File: config.mk
export PLATFORM = sky130hd
export DESIGN_NAME = mfu_page_replacement_top
export DESIGN_NICKNAME = d
export VERILOG_FILES = /design/src/rtl/core/mfu_pkg.sv /design/src/rtl/core/mfu_page_replacement_top.sv /design/src/rtl/core/mfu_frame_store.sv /design/src/rtl/core/mfu_scan_unit.sv
export SDC_FILE = /design/constraint.sdc
export NUM_CORES = 1
export LEC_CHECK = 0
export BUFFER_PORTS_ARGS = -buffer_cell sky130_fd_sc_hd__clkbuf_2
export CAP_MARGIN = 15
export CORE_MARGIN = 3
export CORE_UTILIZATION = 56
export CTS_CLUSTER_DIAMETER = 100
export CTS_CLUSTER_SIZE = 24
export DETAILED_ROUTE_END_ITERATION = 6
export PLACE_DENSITY = 0.81
export SYNTH_ARGS = -nofsm -noshare
export SYNTH_HDL_FRONTEND = slang
export SYNTH_HIERARCHICAL = 1
export SYNTH_SLANG_ARGS = --single-unit
File: constraint.sdc
create_clock -name clk -period 7.61 [get_ports clk]
set_input_delay 0.761 -clock clk [delete_from_list [all_inputs] [get_ports clk]]
set_output_delay 0.761 -clock clk [all_outputs]
set_load 0.01 [all_outputs]
File: src/rtl/core/mfu_pkg.sv
`timescale 1ns / 1ps
`default_nettype none
package mfu_pkg;

	localparam int MAX_FRAMES = 16;
	localparam int PAGE_BITS = 16;
	localparam int COUNT_BITS = 16;
	localparam int STAMP_BITS = 32;
	localparam int TOTAL_BITS = 32;
	localparam int CFG_BITS = 5;
	localparam int CFG_RESET = 16;
	localparam int IDX_W = (MAX_FRAMES > 1) ? $clog2(MAX_FRAMES) : 1;
	localparam int CNT_W = $clog2(MAX_FRAMES + 1);

	localparam logic [IDX_W-1:0] IDX_LAST = IDX_W'(MAX_FRAMES - 1);

	typedef enum logic {
		OP_PRELOAD = 1'b0,
		OP_REFERENCE = 1'b1
	} op_t;

	typedef struct packed {
		logic opcode;
		logic [PAGE_BITS-1:0] page_number;
		logic is_write;
	} item_t;

	typedef struct packed {
		logic hit;
		logic fault;
		logic evicted_valid;
		logic [PAGE_BITS-1:0] evicted_page;
		logic evicted_dirty;
		logic [TOTAL_BITS-1:0] fault_total;
	} result_t;

	typedef struct packed {
		logic [PAGE_BITS-1:0] page;
		logic dirty;
		logic [COUNT_BITS-1:0] count;
		logic [STAMP_BITS-1:0] arrival;
	} entry_t;

	typedef struct packed {
		logic en;
		logic [IDX_W-1:0] idx;
		entry_t entry;
	} frame_wr_t;

	typedef struct packed {
		logic hit;
		logic [IDX_W-1:0] hit_idx;
		entry_t hit_entry;
		logic free_found;
		logic [IDX_W-1:0] free_idx;
		logic [CNT_W-1:0] used;
		logic victim_found;
		logic [IDX_W-1:0] victim_idx;
		entry_t victim_entry;
	} scan_res_t;

	typedef enum logic [1:0] {
		ST_IDLE,
		ST_SCAN,
		ST_UPDATE
	} st_t;

endpackage
`default_nettype wire

File: src/rtl/core/mfu_page_replacement_top.sv
`timescale 1ns / 1ps
`default_nettype none
// Most-frequently-used page replacement over a table of page frames.
// An item on the item port is taken at a rising edge where start is high
// and busy is low. A preload of a nonzero page not yet held fills the lowest
// free frame; a reference hits, or faults and fills a free frame or replaces
// the frame with the highest use count, the oldest arrival breaking ties.
// Every transaction yields one result on the result port, marked by done
// for exactly one cycle. The receiver cannot stall, so results are never
// held back or dropped.
// The item is first scanned: one shared compare unit reads one frame per cycle
// over all 16 frames. Then the update state decides and writes the table, and
// the result and done are registered from it. The next item may start while
// the result strobe is shown, since busy is low again.
// The frames_in_use register is written through the cfg channel while the
// block is idle; cfg_ready is low while busy.
// Reset empties every frame, sets frames_in_use to 16 and clears the
// arrival clock and the fault total. No clearing pass is needed.
module mfu_page_replacement_top (
	input wire logic clk,
	input wire logic arst_n,
	input wire logic start,
	output logic busy,
	input wire mfu_pkg::item_t item,
	output logic done,
	output mfu_pkg::result_t result,
	input wire logic cfg_valid,
	output logic cfg_ready,
	input wire logic [mfu_pkg::CFG_BITS-1:0] cfg_data
);
	import mfu_pkg::*;

	st_t state_q, state_d;
	logic [IDX_W-1:0] idx_q;
	item_t item_q;
	logic [CFG_BITS-1:0] cfg_q;
	logic [STAMP_BITS-1:0] clock_q;
	logic [TOTAL_BITS-1:0] faults_q;
	logic done_q;
	result_t result_q;

	logic rd_valid;
	entry_t rd_entry;
	scan_res_t scan;
	frame_wr_t wr;
	logic scan_clear, scan_step, finish;
	logic [CNT_W-1:0] limit;
	logic has_free;
	logic [TOTAL_BITS-1:0] faults_next;
	logic [STAMP_BITS-1:0] clock_next;
	result_t res_d;

	mfu_frame_store u_store (
		.clk(clk),
		.arst_n(arst_n),
		.rd_idx(idx_q),
		.rd_valid(rd_valid),
		.rd_entry(rd_entry),
		.wr(wr)
	);

	mfu_scan_unit u_scan (
		.clk(clk),
		.clear(scan_clear),
		.step(scan_step),
		.idx(idx_q),
		.page(item_q.page_number),
		.rd_valid(rd_valid),
		.rd_entry(rd_entry),
		.res(scan)
	);

	always_comb begin
		if (cfg_q == '0) begin
			limit = CNT_W'(1);
		end else if (32'(cfg_q) > MAX_FRAMES) begin
			limit = CNT_W'(MAX_FRAMES);
		end else begin
			limit = CNT_W'(cfg_q);
		end
	end

	assign has_free = scan.free_found && (scan.used < limit);

	always_comb begin
		state_d = state_q;
		scan_clear = 1'b0;
		scan_step = 1'b0;
		finish = 1'b0;
		busy = 1'b1;
		wr = '0;
		faults_next = faults_q;
		clock_next = clock_q;
		res_d = '0;
		res_d.fault_total = faults_q;
		unique case (state_q)
			ST_IDLE: begin
				busy = 1'b0;
				scan_clear = 1'b1;
				if (start) begin
					state_d = ST_SCAN;
				end
			end
			ST_SCAN: begin
				scan_step = 1'b1;
				if (idx_q == IDX_LAST) begin
					state_d = ST_UPDATE;
				end
			end
			ST_UPDATE: begin
				finish = 1'b1;
				state_d = ST_IDLE;
				wr.entry.page = item_q.page_number;
				wr.entry.dirty = item_q.is_write;
				wr.entry.count = COUNT_BITS'(1);
				wr.entry.arrival = clock_q;
				if (item_q.opcode == OP_PRELOAD) begin
					if ((item_q.page_number != '0) && !scan.hit && has_free) begin
						wr.en = 1'b1;
						wr.idx = scan.free_idx;
					end
				end else if (scan.hit) begin
					res_d.hit = 1'b1;
					wr.en = 1'b1;
					wr.idx = scan.hit_idx;
					wr.entry = scan.hit_entry;
					wr.entry.dirty = scan.hit_entry.dirty | item_q.is_write;
					if (scan.hit_entry.count != '1) begin
						wr.entry.count = scan.hit_entry.count + COUNT_BITS'(1);
					end
				end else begin
					res_d.fault = 1'b1;
					if (faults_q != '1) begin
						faults_next = faults_q + TOTAL_BITS'(1);
					end
					res_d.fault_total = faults_next;
					if (has_free) begin
						wr.en = 1'b1;
						wr.idx = scan.free_idx;
					end else if (scan.victim_found) begin
						wr.en = 1'b1;
						wr.idx = scan.victim_idx;
						res_d.evicted_valid = 1'b1;
						res_d.evicted_page = scan.victim_entry.page;
						res_d.evicted_dirty = scan.victim_entry.dirty;
					end
				end
				if (wr.en && !scan.hit && (clock_q != '1)) begin
					clock_next = clock_q + STAMP_BITS'(1);
				end
			end
			default: begin
				state_d = ST_IDLE;
			end
		endcase
	end

	always_ff @(posedge clk or negedge arst_n) begin
		if (!arst_n) begin
			state_q <= ST_IDLE;
			idx_q <= '0;
			cfg_q <= CFG_BITS'(CFG_RESET);
			clock_q <= '0;
			faults_q <= '0;
			done_q <= 1'b0;
		end else begin
			state_q <= state_d;
			done_q <= finish;
			clock_q <= clock_next;
			faults_q <= faults_next;
			if (scan_step) begin
				idx_q <= idx_q + IDX_W'(1);
			end else begin
				idx_q <= '0;
			end
			if (cfg_valid && cfg_ready) begin
				cfg_q <= cfg_data;
			end
		end
	end

	always_ff @(posedge clk) begin
		if (start && !busy) begin
			item_q <= item;
		end
		if (finish) begin
			result_q <= res_d;
		end
	end

	assign cfg_ready = !busy;
	assign done = done_q;
	assign result = result_q;

endmodule
`default_nettype wire

File: src/rtl/core/mfu_frame_store.sv
`timescale 1ns / 1ps
`default_nettype none
module mfu_frame_store (
	input wire logic clk,
	input wire logic arst_n,
	input wire logic [mfu_pkg::IDX_W-1:0] rd_idx,
	output logic rd_valid,
	output mfu_pkg::entry_t rd_entry,
	input wire mfu_pkg::frame_wr_t wr
);
	import mfu_pkg::*;

	logic [MAX_FRAMES-1:0] valid_q;
	entry_t entry_q [MAX_FRAMES];

	always_ff @(posedge clk or negedge arst_n) begin
		if (!arst_n) begin
			valid_q <= '0;
		end else if (wr.en) begin
			valid_q[wr.idx] <= 1'b1;
		end
	end

	always_ff @(posedge clk) begin
		if (wr.en) begin
			entry_q[wr.idx] <= wr.entry;
		end
	end

	assign rd_valid = valid_q[rd_idx];
	assign rd_entry = entry_q[rd_idx];

endmodule
`default_nettype wire

File: src/rtl/core/mfu_scan_unit.sv
`timescale 1ns / 1ps
`default_nettype none
module mfu_scan_unit (
	input wire logic clk,
	input wire logic clear,
	input wire logic step,
	input wire logic [mfu_pkg::IDX_W-1:0] idx,
	input wire logic [mfu_pkg::PAGE_BITS-1:0] page,
	input wire logic rd_valid,
	input wire mfu_pkg::entry_t rd_entry,
	output mfu_pkg::scan_res_t res
);
	import mfu_pkg::*;

	scan_res_t acc_q;
	logic better;

	always_comb begin
		better = !acc_q.victim_found
			|| (rd_entry.count > acc_q.victim_entry.count)
			|| ((rd_entry.count == acc_q.victim_entry.count)
				&& (rd_entry.arrival < acc_q.victim_entry.arrival));
	end

	always_ff @(posedge clk) begin
		if (clear) begin
			acc_q.hit <= 1'b0;
			acc_q.free_found <= 1'b0;
			acc_q.victim_found <= 1'b0;
			acc_q.used <= '0;
		end else if (step) begin
			if (rd_valid) begin
				acc_q.used <= acc_q.used + CNT_W'(1);
				if (!acc_q.hit && (rd_entry.page == page)) begin
					acc_q.hit <= 1'b1;
					acc_q.hit_idx <= idx;
					acc_q.hit_entry <= rd_entry;
				end
				if (better) begin
					acc_q.victim_found <= 1'b1;
					acc_q.victim_idx <= idx;
					acc_q.victim_entry <= rd_entry;
				end
			end else if (!acc_q.free_found) begin
				acc_q.free_found <= 1'b1;
				acc_q.free_idx <= idx;
			end
		end
	end

	assign res = acc_q;

endmodule
`default_nettype wire

# Yosys cells after proc, flatten, opt, wreduce, memory -nomap -nowiden
# Memories as Yosys holds them, arrays and structs flattened.
# Cells that the tools add are included.
[classes]
add_sub_neg = 5
magnitude_cmp = 7
n_eq_ne = 10
mux = 33
bitwise_logic = 9
reduce_logical = 30
[op_table]
columns = ["operator", "n"]
rows = [
  ["$mux W65", 2],
  ["$mux W32", 3],
  ["$mux W70", 1],
  ["$add A32 B1 Y32 const B", 2],
  ["$ne A32 B32 Y1 const B", 2],
  ["$mux W51", 1],
  ["$mux W5", 8],
  ["$mux W18", 2],
  ["$eq A16 B16 Y1", 2],
  ["$lt A32 B32 Y1", 1],
  ["$add A16 B1 Y16 const B", 1],
  ["$gt A16 B16 Y1", 1],
  ["$mux W16", 1],
  ["$ne A16 B16 Y1 const B", 1],
  ["$or A16 B16 Y16", 1],
  ["$reduce_bool A16 Y1", 1],
  ["$reduce_and A4 Y1", 3],
  ["$logic_and A1 B1 Y1", 10],
  ["$lt A4 B5 Y1 const B", 2],
  ["$reduce_and A2 Y1", 5],
  ["$mux W1", 9],
  ["$reduce_and A3 Y1", 3],
  ["$not A1 Y1", 7],
  ["$add A5 B1 Y5 const B", 1],
  ["20 further kinds", 24],
]
[totals]
ff_bits = 312
mem_bits_rw = 1040
input_bits = 27
output_inout_bits = 55
n_memories = 1
[memory_table]
columns = ["memory", "words", "width", "rd", "rd_ports_with_merged_regs", "wr", "line", "source"]
rows = [
  ["u_store.entry_q", 16, 65, 1, 0, 1, "mfu_frame_store.sv:14", "entry_t entry_q [MAX_FRAMES];"],
]

# Depth between registers and ports, before layout
# Gate-level depths: netlist of the first run.
[depth]
ltp_word = 15
mapped_depth = 14
mapped_depth_nobuf = 12

# Hierarchy
# The synthesis of the first run kept the hierarchy.
[modules_own_cells]
columns = ["mod", "n_inst", "cells_per_inst", "area_per_inst_um2", "seq_area_each_um2"]
rows = [
  ["mfu_frame_store", 1, 1648, 39504.1, 31630.3],
  ["mfu_page_replacement_top", 1, 735, 7516.0, 4005.1],
  ["mfu_scan_unit", 1, 365, 5933.2, 4424.2],
]

# Worst setup path before layout of the first run
# OpenSTA, ideal clock, no wires.
[synth_timing]
path_kind = "register to register"
startpoint = "register state_q[0]"
endpoint = "register u_store.valid_q[0]"
setup_ps = 92
arrival_ps = 8008
path_slack_ps = -491
stages_incl_launch_ff = 9
n_path_buf = 1
path_cell_list = "dfrtp_1 nand2b_1 clkbuf_1 inv_1 o21ai_0 a21oi_1 or3b_2 nor3_1 or2_2"
[synth_rtl]
columns = ["item", "line", "source"]
rows = [
  ["start, declared", "mfu_page_replacement_top.sv:33", "st_t state_q, state_d;"],
  ["start signal, assigned", "mfu_page_replacement_top.sv:167", "state_q <= state_d;"],
  ["end signal, assigned", "mfu_frame_store.sv:18", "valid_q <= '0;"],
  ["end signal, assigned by index", "mfu_frame_store.sv:20", "valid_q[wr.idx] <= 1'b1;"],
  ["end, declared", "mfu_frame_store.sv:13", "logic [MAX_FRAMES-1:0] valid_q;"],
]

==> summary.txt, run 1 <==
Power and ir drop
  • PwrDens: 258.6 nW/µm²
  • Total power draw: 14.79 mW
  • LEAKAGE: 21.29 nW
  • Peak VDD IR: 0.0002800 V

Clocking
  • H-tree levels: 3
  • Post-CTS Setup Bufs: 0
  • TritonCTS clock tree: done
  • Max Root-Sink Buffers: 3
  • CTS buffer count: 66
  • Clock slew at reported path FFs: 0.09 ns
  • Worst-Skew Late Latency: 0.65 ns
  • # clock sinks: 1352
  • Post-CTS sizing: 0
  • Cts hold-fix bufs: 0
  • Clock root buffer: clkbuf_16

STA
  • Final hold slack: 0.07241 ns
  • RSZ-0062 raised after global routing: false
  • Fin Setup TNS: 0 ns
  • # setup viols final: 0
  • Fmax: 169.4 MHz
  • Actual slew at the worst max-slew pin: 1.223 ns
  • Period utilization: 77.59%
  • Slew Limit Fails: 0
  • Min Tclk post-route: 5.905 ns
  • Slew Limit Headroom: 18.22%
  • Layout Skew: 0.03915 ns
  • Final worst slack: 1.705 ns
  • Final Hold Fails: 0

GRT
  • GRT Overall Usage: 23.63%
  • First-pass GRT wire length: 173500 µm
  • Total grt overflow: 0
  • Vias in the first global route: 27340
  • Largest net degree at the start of global routing: 103
  • Initial antenna violation count: 2

Worst setup path
  • Worst r2r src: idx_q[1]
  • Crit. Startpoint: idx_q[1]
  • Critical path class: flop to flop
  • Worst EP required: 7.96 ns
  • Setup crit end kind: flop
  • Worst reg2reg path depth: 13
  • Slack of the worst reg-to-reg path: 1.71 ns
  • CP startpoint kind: flop
  • Critical Path Fanout Max: 78
  • Crit path arrival time: 6.26 ns

Floorplan
  • Core outline area: 93610 µm²
  • Std-Cell Rows: 112
  • Die Span X: 313.5 µm
  • Die extent in y: 313.5 µm
  • I/O pin cnt: 82
  • Die footprint: 98290 µm²
  • Initial Util: 56.57%

Synth
  • Combinational family with the most area after synthesis: multiplexers
  • Main flop type after synthesis: edfxtp_1
  • Post-synthesis cell type count: 67
  • Ys Warns: 6
  • Mux cell area share after synthesis: 11.50%
  • Seq/Total Area, Yosys: 75.65%
  • Synth Area in Adders: 1.323%
  • Post-synth EDFFs: 1252
  • Simple-gate share of the synthesized area: 4.657%
  • Syn Area/Cell: 19.27 µm²
  • Seq cells post-synth: 1352
  • Cells after Synth: 2748
  • Post-synth net total: 2831
  • Post-Synth XOR/XNOR Area: 1.985%
  • Post-synthesis cell area: 52950 µm²
  • Synth Area in Compound Gates: 3.294%
  • Async S/R FF share, synth: 6.805%

Detailed routing
  • Post-route DRC: 0
  • Wire length per cell: 27.86 µm
  • Initial DRC count: 3969
  • Routed WL: 115600 µm
  • Via Count: 27090
  • Vias per cell: 6.530
  • Antenna Nets Post-Route: 0
  • 1st-pass router iterations: 6

Place
  • RePlAce Congestion: 0.8306
  • Final HPWL DP: 61910 µm
  • Setup Slack @ Placement: 1.896 ns
  • Port Buf Inserts: 81

Cells and area
  • Fillcell total: 6334
  • Share of cells above drive strength 1: 19.59%
  • # nets final: 2928
  • Multi-input logic area: 12240 µm²
  • P&R area growth vs syn: 8.000%
  • Antenna diodes: 0
  • FF/Latch Area: 40070 µm²

Worst hold path
  • HP Class: primary input to async pin

Status
  • Status: completed

Flow run
  • Max Cap Violations: 0
==> cell usage in the layout, fill, tap and decap left out, drive strengths merged, types with 8 or more instances in the layout <==
cell type / instances
mux4: 264
dfxtp: 8
nand4: 30
and3: 18
mux2: 11
nor3: 25
a22oi: 132
nand3: 41
and2: 28
and4: 9
buf: 66
nand2: 216
clkbuf: 190
nor4: 17
xor2: 57
nor2: 74
or2: 18
inv: 73
dfrtp: 91
a21oi: 74
edfxtp: 1252
xnor2: 63
o21ai: 13
ha: 56
==> metal layers <==
layer | part of all wire, % | track usage (%) | wire (µm)
met2 | 49 | 38.38 | 56650
met4 | 2.5 | 6.475 | 2926
met3 | 10 | 3.698 | 11880
met1 | 38 | 34.06 | 44070
met5 | 0.020 | 0 | 23
==> kinds of logic (layout without fill, tap and decap cells) <==
kind of cell,Yosys count,in the layout
flip-flops,1352,1352
multiplexers,277,277
buffers and inverters,186,332
AND/OR/NAND/NOR,502,502
AO/OA/AOI/OAI,255,255
XOR/XNOR,120,120
adder cells (fa/ha/maj),56,56
==> path summary, 6_finish.rpt <==
kind	endpoint
max in group asynchronous	idx_q[0]
hold / removal	faults_q[29]
hold reg to reg	u_store/valid_q[12]
min in group clk	item_q[12]
setup reg to reg	u_scan/res[49]
setup / recovery	u_scan/res[49]
==> worst max-delay path, stage by stage, from the launching register on <==
cell and delay (ns):
dfrtp_4 0.99, buf_12 0.46, buf_4 0.38, mux4_2 0.35, a22oi_1 0.21, nand2_1 0.13, ha_1 0.34, a211o_1 0.13
a31oi_1 0.04, nor4_1 0.60, o21ai_0 0.26, a2111oi_0 0.88, o21ai_4 0.35, buf_12 0.32
==> flip-flops by register name, summed over array words and instances (netlist names) <==
register and count:
state_q 2, result 52, u_store/entry_q 1040, item_q 18, clock_q 32, idx_q 4
u_scan/res 150, cfg_q 5, faults_q 32, done 1, u_store/valid_q 16
==> power breakdown <==
part / leakage [nW] / internal [mW] / switching, mW
clock network: 0.925 / 1.71 / 2.19
registers: 15.0 / 8.14 / 0.191
logic: 5.37 / 1.09 / 1.46
==> cell type report <==
type	count	area share [%]
flip-flops and latches	1352	70.06
multi-input cells	1210	21.40
clock buffers	110	3.251
well taps	1254	2.743
repair buffers	146	1.943
inverters	69	0.4529
clock inverters	7	0.1510
==> stage by stage <==
| stage | instances | instance area [µm²] | util (%) |
|---|---|---|---|
| 2_1_floorplan | 2748 | 52970 | - |
| 3_3_place_gp | 4021 | 55150 | 58.91 |
| 3_5_place_dp | 4023 | 55160 | 58.92 |
| 4_1_cts | 4140 | 57100 | 61.00 |
| 5_1_grt | 4148 | 57190 | 61.09 |
| 6_report | 4148 | 57190 | 61.09 |
==> synthesized netlist by cell type (all sizes together) (4+ instances only) <==
cell type | count | area share (%)
edfxtp | 1252 | 71
mux4 | 264 | 11
nand2 | 216 | 1.5
a22oi | 132 | 1.9
dfrtp | 91 | 4.3
a21oi | 74 | 0.71
nor2 | 74 | 0.54
inv | 69 | 0.49
clkbuf | 64 | 0.45
xnor2 | 63 | 1.0
xor2 | 57 | 0.94
ha | 56 | 1.3
buf | 53 | 0.65
nand3 | 41 | 0.40
nand4 | 30 | 0.35
and2 | 28 | 0.34
nor3 | 25 | 0.26
and3 | 18 | 0.22
or2 | 18 | 0.21
nor4 | 17 | 0.26
o21ai | 13 | 0.12
mux2 | 11 | 0.23
and4 | 9 | 0.15
dfxtp | 8 | 0.30
a21o | 7 | 0.11
nand2b | 7 | 0.083
a211oi | 6 | 0.085
nor2b | 6 | 0.071
a2111oi | 4 | 0.066
o221a | 4 | 0.085
or3 | 4 | 0.057
(Power assumes the default switching activity.)
==> run 2, diff against run 1 <==
CORE_UTILIZATION = 59   (was 56)
clock period = 6.05 ns   (was 7.61 ns; I/O delays follow)
==> summary.txt, run 2 (same netlist as run 1, synthesis figures left out) <==
Status
  • Status: completed (unchanged)

Cells and area
  • Max FFs per register: 1040 (unchanged)
  • P&R area growth vs syn: 7.932% (was 8.000%)
  • Fillcell total: 5623 (was 6334)
  • # nets final: 2951 (was 2928)
  • Most common cell after layout, fill and taps aside: edfxtp_1 (unchanged)
  • Final Cell Area: 57150 µm² (was 57190 µm²)
  • Final Util: 64.47% (was 61.09%)
  • Antenna diodes: 0 (unchanged)
  • Top reg by flops: u_store/entry_q (unchanged)
  • Most frequent cells in the layout: edfxtp_1 (1252), mux4_2 (264), nand2_1 (214), a22oi_1 (132), dfrtp_1 (89) (unchanged)
  • Final non-filler cell total: 4064 (was 4148)
  • Share of cells above drive strength 1: 20.28% (was 19.59%)

GRT
  • GRT Overall Usage: 25.34% (was 23.63%)
  • Total grt overflow: 0 (unchanged)
  • Largest net degree at the start of global routing: 65 (was 103)
  • First-pass GRT wire length: 176000 µm (was 173500 µm)
  • Initial antenna violation count: 0 (was 2)
  • Vias in the first global route: 27680 (was 27340)

Clocking
  • Clock slew at reported path FFs: 0.10 ns (was 0.09 ns)
  • # clock sinks: 1352 (unchanged)
  • TritonCTS clock tree: done (unchanged)
  • H-tree levels: 3 (unchanged)
  • Clock root buffer: clkbuf_16 (unchanged)
  • CTS buffer count: 66 (unchanged)
  • Max Root-Sink Buffers: 3 (unchanged)
  • Worst-Skew Late Latency: 0.65 ns (about the same)
  • Post-CTS Setup Bufs: 0 (unchanged)

Power and ir drop
  • Total power draw: 18.64 mW (was 14.79 mW)
  • LEAKAGE: 21.40 nW (was 21.29 nW)
  • Peak VDD IR: 0.0002348 V (was 0.0002800 V)
  • PwrDens: 326.1 nW/µm² (was 258.6 nW/µm²)

Worst setup path
  • Worst EP required: 6.33 ns (was 7.96 ns)
  • Worst Path Buf+Inv: 2 (was 3)
  • Worst-path cell chain: buf_12, mux4_2, a22oi_1, nand2_1, ha_1, nand4_1, nor4_1, o2111ai_1, o21ai_4, buf_4 (was buf_12, buf_4, mux4_2, a22oi_1, nand2_1, ha_1, a211o_1, a31oi_1, nor4_1, o21ai_0, a2111oi_0, o21ai_4, buf_12)
  • Critical Path Fanout Max: 64 (was 78)
  • Critical-path top delay cell: nor4_1 (was dfrtp_4)
  • CP startpoint kind: flop (unchanged)
  • Critical path class: flop to flop (unchanged)
  • Largest stage delay on the critical path: 0.93 ns (was 0.99 ns)
  • Setup crit end kind: flop (unchanged)
  • CP top delay family: simple AND/OR/NAND/NOR gates (was compound AO/OA/AOI/OAI gates)
  • Crit path arrival time: 5.23 ns (was 6.26 ns)

Detailed routing
  • Antenna Nets Post-Route: 0 (unchanged)
  • 1st-pass router iterations: 7 (was 6)
  • Via Count: 27010 (was 27090)
  • Routed WL: 117100 µm (was 115600 µm)
  • Vias per cell: 6.647 (was 6.530)
  • Wire length per cell: 28.82 µm (was 27.86 µm)
  • Initial DRC count: 3295 (was 3969)
  • Post-route DRC: 0 (unchanged)

Floorplan
  • Core outline area: 88650 µm² (was 93610 µm²)
  • Std-Cell Rows: 109 (was 112)
  • Die Span X: 305.6 µm (was 313.5 µm)
  • Die extent in y: 305.6 µm (was 313.5 µm)
  • Die footprint: 93380 µm² (was 98290 µm²)
  • Initial Util: 59.73% (was 56.57%)
  • I/O pin cnt: 82 (unchanged)

Flow run
  • Max Cap Violations: 0 (unchanged)

STA
  • Slew Limit Fails: 0 (unchanged)
  • Layout Skew: 0.03538 ns (was 0.03915 ns)
  • Fin Setup TNS: 0 ns (unchanged)
  • Period utilization: 81.87% (was 77.59%)
  • Fmax: 201.9 MHz (was 169.4 MHz)
  • Actual slew at the worst max-slew pin: 1.169 ns (was 1.223 ns)
  • Slew Limit Headroom: 22.05% (was 18.22%)
  • RSZ-0062 raised after global routing: false (unchanged)
  • Min Tclk post-route: 4.953 ns (was 5.905 ns)
  • Final Hold Fails: 0 (unchanged)
  • # setup viols final: 0 (unchanged)

Place
  • Post-DP Area: 55160 µm² (about the same)
  • Placed insts: 3949 (was 4023)
  • Final HPWL DP: 64650 µm (was 61910 µm)
  • Port Buf Inserts: 81 (unchanged)
  • RePlAce Congestion: 0.8670 (was 0.8306)

Worst hold path
  • HP Class: primary input to flop (was primary input to async pin)
==> run 2: stage by stage <==
step / worst slack [ns] / hold WS (ns)
3_3_place_gp: 1.456 / 0.4457
2_1_floorplan: -0.2657 / 0.3094
3_5_place_dp: 1.335 / 0.4578
4_1_cts: 1.273 / 0.1136
6_report: 1.097 / 0.1391
5_1_grt: 0.8580 / 0.1166
==> run 2: final cells by class <==
class                      count  area [µm²]  area share [%]
multi-input combinational   1210       12240           21.41
sequential                  1352       40070           70.10
clock buffer                  92        1792           3.135
tap                         1165        1458           2.550
clock inverter                 7       82.58          0.1445
timing repair buffer         169        1259           2.202
inverter                      69       259.0          0.4532
==> run 2: layer usage <==
| layer | share of wire [%] | track usage [%] | vias to the layer above |
|---|---|---|---|
| li1 | - | - | 11160 |
| met1 | 37 | 34.93 | 13970 |
| met2 | 50 | 41.86 | 1615 |
| met3 | 9.7 | 3.901 | 267 |
| met4 | 3.7 | 9.373 | 0 |
| met5 | 0 | 0 | - |
==> run 2: path summary, 6_finish.rpt <==
check / start / end / slack (ns) / cells past startpoint
worst max-delay path: idx_q[0] / u_scan/res[40] / 1.10 / 10
worst min-delay path: item[6] / item_q[6] / 0.14 / 1
worst max register to register: idx_q[0] / u_scan/res[40] / 1.10 / 10
worst min register to register: u_store/valid_q[3] / u_store/valid_q[3] / 0.48 / 1
max in group asynchronous: arst_n / idx_q[0] / 4.34 / 3
min in group asynchronous: arst_n / faults_q[29] / 0.43 / 2
==> run 2: repair_timing <==
item | 4_1_cts | 5_1_grt
gates resized for setup | 0 | 0
endpoints found under the setup margin | 0 | 0
endpoints found under the hold margin | 32 | 0
hold buffers | 1 | 0
==> run 2: power breakdown <==
part / internal [mW] / switching, mW
Combinational: 1.43 / 1.95
Sequential: 10.2 / 0.146
Clock: 2.11 / 2.76
==> run 2: worst reg2reg max path: cells and delay by family (launching register included) <==
kind | cells | cell delay [ns]
adder cells (fa/ha/maj) | 1 | 0.34
buffers and inverters | 2 | 0.93
AO/OA/AOI/OAI | 3 | 0.84
multiplexers | 1 | 0.69
AND/OR/NAND/NOR | 3 | 1.25
flip-flops | 1 | 0.51
